--- config.mk ---
export PLATFORM = sky130hd
export DESIGN_NAME = mfe_alu
export DESIGN_NICKNAME = d
export VERILOG_FILES = /design/src/sv/max_flow_engine_defines.svh /design/src/sv/mfe_pkg.sv /design/src/sv/mfe_alu.sv
export SDC_FILE = /design/constraint.sdc
export NUM_CORES = 1
export LEC_CHECK = 0
export BUFFER_PORTS_ARGS = -buffer_cell sky130_fd_sc_hd__buf_2
export CELL_PAD_IN_SITES_DETAIL_PLACEMENT = 0
export CELL_PAD_IN_SITES_GLOBAL_PLACEMENT = 1
export CORE_AREA = 2 2 79 81
export DETAILED_ROUTE_END_ITERATION = 6
export DIE_AREA = 0 0 81 83
export PLACE_DENSITY_LB_ADDON = 0.1
export SKIP_LAST_GASP = 1
export SYNTH_ARGS = -nofsm -noshare
export SYNTH_HDL_FRONTEND = slang
export SYNTH_SLANG_ARGS = --single-unit
--- constraint.sdc ---
create_clock -name vclk -period 2.85
set_input_delay 0.285 -clock vclk [all_inputs]
set_output_delay 0.285 -clock vclk [all_outputs]
set_load 0.05 [all_outputs]
--- src/sv/max_flow_engine_defines.svh ---
// Assertion macros for the max flow engine.
// Used by the top level only; expects aclk and aresetn in scope.
`ifndef MAX_FLOW_ENGINE_DEFINES_SVH
`define MAX_FLOW_ENGINE_DEFINES_SVH

// same-cycle implication
`define MFE_ASSERT_IMPL(lbl, ante, cons) \
    lbl: assert property (@(posedge aclk) disable iff (!aresetn) (ante) |-> (cons)) \
        else $error("max_flow_engine check failed");

// next-cycle implication
`define MFE_ASSERT_NEXT(lbl, ante, cons) \
    lbl: assert property (@(posedge aclk) disable iff (!aresetn) (ante) |=> (cons)) \
        else $error("max_flow_engine check failed");

`endif

--- src/sv/mfe_pkg.sv ---
// Shared types and constants of the max flow engine.
// No dependencies; used by the top level, mfe_alu and the testbench.
`timescale 1ns / 1ps

package mfe_pkg;

    localparam int MAX_NODES_DEF = 64;
    localparam int CAP_BITS_DEF  = 16;
    localparam int FLOW_W        = 22;
    localparam int CFG_W         = 7;
    localparam int IDX_W         = 2;

    localparam logic [IDX_W-1:0] REG_NODE_COUNT = 2'd0;
    localparam logic [IDX_W-1:0] REG_SOURCE     = 2'd1;
    localparam logic [IDX_W-1:0] REG_SINK       = 2'd2;

    localparam logic [1:0] ALU_MIN = 2'd0;
    localparam logic [1:0] ALU_SUB = 2'd1;
    localparam logic [1:0] ALU_ADD = 2'd2;

    typedef struct packed {
        logic [5:0]  from_node;
        logic [5:0]  to_node;
        logic [15:0] edge_capacity;
        logic        last_edge;
    } in_word_t;

    typedef struct packed {
        logic [FLOW_W-1:0] total_flow;
        logic              edge_dropped;
    } out_word_t;

endpackage

--- src/sv/mfe_alu.sv ---
// Shared residual unit: minimum, subtract or add on residual-width values.
// Depends on mfe_pkg for the operation codes.
`timescale 1ns / 1ps

module mfe_alu #(
    parameter int W = 17
) (
    input  logic [1:0]   op,
    input  logic [W-1:0] a,
    input  logic [W-1:0] b,
    output logic [W-1:0] y
);

    always_comb begin
        case (op)
            mfe_pkg::ALU_MIN: y = (a < b) ? a : b;
            mfe_pkg::ALU_SUB: y = a - b;
            mfe_pkg::ALU_ADD: y = a + b;
            default:          y = a;
        endcase
    end

endmodule

=== Yosys cells after proc, flatten, opt, wreduce, memory -nomap -nowiden ===
Cells that the tools add are included.

* Register bits after elaboration: 0
* Bits of input ports: 36
* Output and inout port bits: 17
* Word-level logic and storage cells: 8

* Add/sub/neg operators: 2
* $lt $le $gt $ge: 1
* Equality and inequality tests: 2
* Muxes and demuxes: 2
* Reductions and logical operators: 1

{| class="wikitable"
|+ Operators with widths
! cell !! count
|-
| 17-bit one-hot mux with 3 select lines || 1
|-
| 17-bit adder || 1
|-
| 17-bit less-than comparator || 1
|-
| 17-bit 2-to-1 mux || 1
|-
| 17-bit subtractor || 1
|-
| 2-bit by 1-bit == test with 1-bit output (second input constant) || 1
|-
| 2-bit == test (second input constant) || 1
|-
| 2-bit zero test || 1
|}

=== Longest topological paths before layout ===
Gate-level depths: netlist of run 1.

* Word-level depth: 3
* Depth in mapped cells: 13
* Gate-level depth less buffers: 11

=== Worst setup path before layout of run 1 ===
Ideal clock, no wire load.

* Kind: input -> output
* Start point: input b[1]
* End point: output y[7]
* Arrival: 3.445 ns
* Required time: 2.565 ns
* Setup slack: -0.880 ns
* Cell stages on the path: 10
* Buffers on the path: 0
* Path through: inv_1 > ha_1 > nor2b_4 > o2111a_1 > o211a_1 > o31ai_4 > o21ai_4 > mux2i_1 > a311o_1 > a222oi_1

* Word-level cells in the longest chain between the ends: 3
* Elaborated cells between the ends (all ways): 5
* Classes of those cells: add/sub (2); order compare (1); mux (2)

{| class="wikitable"
|+ RTL lines
! item !! RTL line !! text
|-
| from (decl) || mfe_alu.sv:10 || <nowiki>input logic [W-1:0] b,</nowiki>
|-
| 17-bit less-than comparator || mfe_alu.sv:16 || <nowiki>mfe_pkg::ALU_MIN: y = (a < b) ? a : b;</nowiki>
|-
| 17-bit 2-to-1 mux || mfe_alu.sv:16 ||
|-
| 17-bit one-hot mux with 3 select lines (*) || mfe_alu.sv:15 || <nowiki>case (op)</nowiki>
|-
| to (decl) || mfe_alu.sv:11 || <nowiki>output logic [W-1:0] y</nowiki>
|}

Mark *: on every way between the ends. The rest lies on a longest branch, timed or not.

=== Worst setup path in the final report of run 1 ===
* Start point: input b[7]
* End point: output y[7]

Same word-level chain as after synthesis.

==> metrics, run 1 <==
Multi-input gate area 2420 um2; final WL roughly 8400 um; CP startpoint kind primary input; Buffers & Inverters on Critical Path 3; simple logic cell fraction of the synthesized area roughly a fifth; Final WS setup -0.122 ns; WL/cell roughly 16 um; DRC 0; gr busiest metal met2; pin count of the biggest net entering global routing 27; Critical Path Max Stage Delay 0.32 ns; RSZ-0062 raised after global routing true; met3 Use GR 0.870%; Placer Congestion 0.949; Port Buffers 53; fin crit period roughly 3 ns; VDD IR-drop max 157 uV; area grow syn2layout 56.0%; layout cell share with drive strength beyond 1 43.0%; Die Width between 80 and 90 um; max_slew headroom 48.0%; vias per cell roughly 5.6; Fmax 0.336 GHz; global-route wire length before repair 13600 um; GRT Total Usage 24.2%; Final Cycle Share 104%; DP Wirelength 6440 um; Via Count 3036; CLK BUF 0; vias in the first global route 2929; Top Ports 53; worst hold path class in2out; post-synthesis instance total between 300 and 400; n_diodes 0; storage element area 0 um2; Post-synth top cells 34 x inv_1, 33 x ha_1, 31 x nor2_1; CORE AREA 5820 um2; Pwr per Cell Area 276 nW/um2; max-cap viol count 0; worst-path cell chain buf_4 -> inv_12 -> ha_4 -> a21oi_2 -> nor2_1 -> a211o_1 -> o31ai_4 -> o21ai_4 -> mux2i_2 -> a311o_1 -> a222oi_1 -> buf_4; layout net count approximately 540; post-synthesis adder-cell area fraction between 10% and 20%; Worst EP arrival 2.69 ns; WS Path Type in2out; Overflow after GRT 0; count leader, synth inv_1; Initial Utilization 40.4%; Syn Nets 416; CP top delay family compound AO/OA/AOI/OAI gates; die area between 6000 and 7000 um2; met2 Usage GRT 42.4%; status finished with violations; critical path capture point type output pin; Post-Syn Area 2350 um2; hold slack 1.01 ns; hold buffers post-CTS 0; met1 global-route usage 32.5%; Worst path most repeated cell buf_4; post-synthesis xor/xnor area fraction 1.87%; DRT Pass-1 Iters 4; Seq/Total Area, Yosys 0%; main combinational cell family by area after synthesis compound AO/OA/AOI/OAI gates; slowest library cell on the worst path a211o_1; Layout fillers 539; complex-gate fraction of the synthesized area 41.2%; Syn Area/Cell between 6 and 7 um2; library cells used by synthesis 67; Die H 83 um; sequential cell count 0; Final Max Slew Viols 0; share of the synthesized area in the top cell type 17.6%; leakage 0.00170 uW; Setup WS pre-CTS -0.344 ns; Rows 28; yosys warns 0; failing checks negative setup slack; remaining antenna violation count after routing 0; post-synth top area cell ha_1; initial antenna violation count 0; critical path peak fanout 5; Final setup viols 6; Worst Max-Slew Pin Slew between 0.7 and 0.8 ns; Synth area leaders ha_1 18%, a21oi_1 6.4%, mux2i_1 5.5%; Final Hold Viols 0; post-synthesis mux area share 8.10%; Starting DRT DRC Count 141; Req. time, crit path around 2.6 ns
==> worst paths after layout <==
kind / from / to / slack [ns] / cells after the start
worst max-delay path: b[7] / y[7] / -0.12 / 12
worst min-delay path: a[0] / y[0] / 1.01 / 4
==> final cells by class <==
class / instances / share of cell area (%)
multi-input combinational: 293 / 66.1
inverter: 36 / 4.17
timing repair buffer: 134 / 27.2
tap: 75 / 2.56
==> repair_timing <==
item                       CTS  global route
resized for setup           44            40
setup buffers                4             3
setup endpoints to repair   16            16
pin swaps                   13            19
==> stage by stage <==
step | cell area (um2) | total power (uW) | utilization [%] | cells | setup TNS, ns
6_report | 3660 | 1010 | 63.0 | 538 | -0.266
5_1_grt | 3660 | 1080 | 63.0 | 538 | -1.52
4_1_cts | 3510 | 953 | 60.4 | 536 | -0.365
3_5_place_dp | 3320 | 882 | 57.0 | 532 | -1.98
3_3_place_gp | 3320 | 876 | 57.0 | 532 | -1.50
2_1_floorplan | 2490 | 601 | - | 345 | -0.896
==> logic make-up after synthesis <==
group                      Yosys count
AOI/OAI and AO/OA                  137
and+or+nand+nor                     98
buffers and inverters               52
adders and majority gates           35
muxes                               18
xor gates and xnor gates             5
==> power breakdown <==
group,total (uW),internal (uW),leakage (uW),switching (uW)
registers,0,0,0,0
clock network,0,0,0,0
logic,1010,454,0.00170,556
==> cell usage in the layout (no fill, tap or decap), drive strengths merged, types with 13 or more instances in the layout <==
| cell type | instances |
|---|---|
| nor2 | 31 |
| o21ai | 32 |
| nand2 | 25 |
| buf | 134 |
| a21oi | 32 |
| mux2i | 13 |
| ha | 33 |
| inv | 34 |
==> per-layer routing <==
layer / vias to the layer above / wire, um
li1: 1523 / -
met1: 1411 / 3770
met2: 89 / 4180
met3: 13 / 283
met4: 0 / 135
met5: - / 0
No activity file was read; power rests on OpenSTA's default activity.
==> inputs of run 2 (changes only) <==
Settings changed: TNS_END_PERCENT set to 30.
==> run 2 against run 1 <==
  * The flow still finishes with violations (negative setup slack)
  * Count of clock-buffer cells in the layout unchanged
  * Highest routed layer unchanged
  * Routed wire length increased by 1.6%
  * Critical path depth unchanged
  * Fmax decreased by 0.76%
  * Critical endpoint unchanged
  * Flip-flop and latch count unchanged
  * Total power decreased by 3.3%
==> metrics, run 2 (synthesis gave the netlist of run 1 again) <==
Buffers & Inverters on Critical Path 3 (unchanged); max-cap viol count 0 (unchanged); slowest library cell on the worst path a222oi_1; Port Buffers 53 (unchanged); die area 6720 um2 (unchanged); storage element area 0 um2 (unchanged); Top Ports 53 (unchanged); Via Count 3027 (-0.30%); critical path capture point type output pin; CLK BUF 0 (unchanged); layout cell share with drive strength beyond 1 42.2% (-0.80 points); Fmax 0.334 GHz (-0.76%); failing checks negative setup slack; WS Path Type in2out; Initial Utilization 40.4% (unchanged); Placer Congestion 0.894 (-5.8%); Critical Path Max Stage Delay 0.30 ns (-0.02 ns); remaining antenna violation count after routing 0 (unchanged); worst hold path class in2out; Final Hold Viols 0 (unchanged); initial antenna violation count 0 (unchanged); sequential cell count 0 (unchanged); WL/cell 15.7 um (+0.90%); Final Cycle Share 105% (+0.80 points); Overflow after GRT 0 (unchanged); DRC 0 (unchanged); layout net count 540 (+0.75%); area grow syn2layout 53.4%; Worst Max-Slew Pin Slew 0.749 ns (-0.0277 ns); global-route wire length before repair 13400 um (-1.5%); DP Wirelength 6370 um (-1.1%); total power 977 uW (-3.3%); Die Width 81 um (unchanged); critical hold path startpoint a[15]; n_diodes 0 (unchanged); Final Max Slew Viols 0 (unchanged); fin crit period 2.99 ns (+0.0229 ns); hold path cells 4 (unchanged); CP top delay family compound AO/OA/AOI/OAI gates; Cell Count, Final, Fillers Out 542 (+0.74%); Final setup viols 6 (unchanged); pin count of the biggest net entering global routing 27 (unchanged); CP startpoint kind primary input; final WL 8510 um (+1.6%); DP Cell Count 535 (+0.56%); Die H 83 um (unchanged); Rows 28 (unchanged); Worst EP arrival 2.71 ns (+0.02 ns); worst-path cell chain buf_4 -> inv_4 -> ha_4 -> nor2b_4 -> o2111a_1 -> o211a_1 -> o31ai_4 -> o21ai_4 -> mux2i_1 -> a311o_1 -> a222oi_1 -> buf_4; critical path peak fanout 5 (unchanged); Starting DRT DRC Count 121 (-14%); Pwr per Cell Area 271 nW/um2 (-1.7%); Hold Path Sink y[15]; most common cell after layout, fill and taps aside buf_4; Req. time, crit path 2.57 ns (about the same); DRT Pass-1 Iters 4 (unchanged); RSZ-0062 raised after global routing true; CORE AREA 5820 um2 (unchanged); leakage 0.00170 uW (about the same); most frequent cells in the layout 87 x buf_4, 42 x buf_2, 30 x nor2_1; Final WS setup -0.145 ns (-0.0229 ns); vias in the first global route 2872 (-1.9%); GRT Total Usage 24.2% (about the same); VDD IR-drop max 162 uV (+3.1%); max_slew headroom 49.9% (+1.9 points); Worst path most repeated cell buf_4; status finished with violations; vias per cell 5.58 (-1.0%)
## run 2: cell count changes in the layout (fill, tap and decap cells not counted), sizes merged
cell,change
buf,+4
## run 2: worst max path at each step
stage / endpoint / depth (start not counted) / start / slack (ns)
2_1_floorplan: y[7] / 11 / b[7] / -0.69
3_3_place_gp: y[16] / 13 / a[1] / -0.26
3_5_place_dp: y[16] / 13 / a[1] / -0.29
4_1_cts: y[14] / 14 / a[0] / -0.15
5_1_grt: y[7] / 12 / b[1] / -0.25
6_report: y[7] / 12 / b[1] / -0.14
## run 2: timing repair
item / in CTS / in global routing
endpoints found under the setup margin: 16 / 17
hold buffers: 0 / 0
gates resized for setup: 16 / 49
pin swaps: 6 / 14
buffers inserted: 5 / 3
hold endpoints to repair: 0 / 0
## run 2: where the power goes
part	total [uW]	switching, uW	internal (uW)
sequential	0	0	0
combinational	977	550	427
clock	0	0	0
## run 2: cell type report
class	instances	area [um2]
fill	573	2210
timing repair buffer	138	972
multi-input combinational	293	2380
inverter	36	153
tap	75	93.8
## run 2: per-layer routing
metal	track usage (%)	up-vias	wire length [um]
met1	33.0	1397	3630
met3	0.870	10	433
met2	41.6	89	4320
met4	5.24	0	127
met5	0	-	0
li1	-	1531	-
## run 2: stage by stage
stage	setup TNS (ns)	instance area, um2	setup WS (ns)	hold slack, ns	utilization (%)
after floorplan	-2.25	2460	-0.688	0.814	-
after global placement	-1.62	3310	-0.263	1.04	57.0
after detailed placement	-1.99	3310	-0.289	1.05	57.0
after CTS	-1.16	3400	-0.155	1.02	58.4
after global routing	-1.83	3600	-0.245	1.05	61.9
final	-0.383	3600	-0.145	1.02	61.9
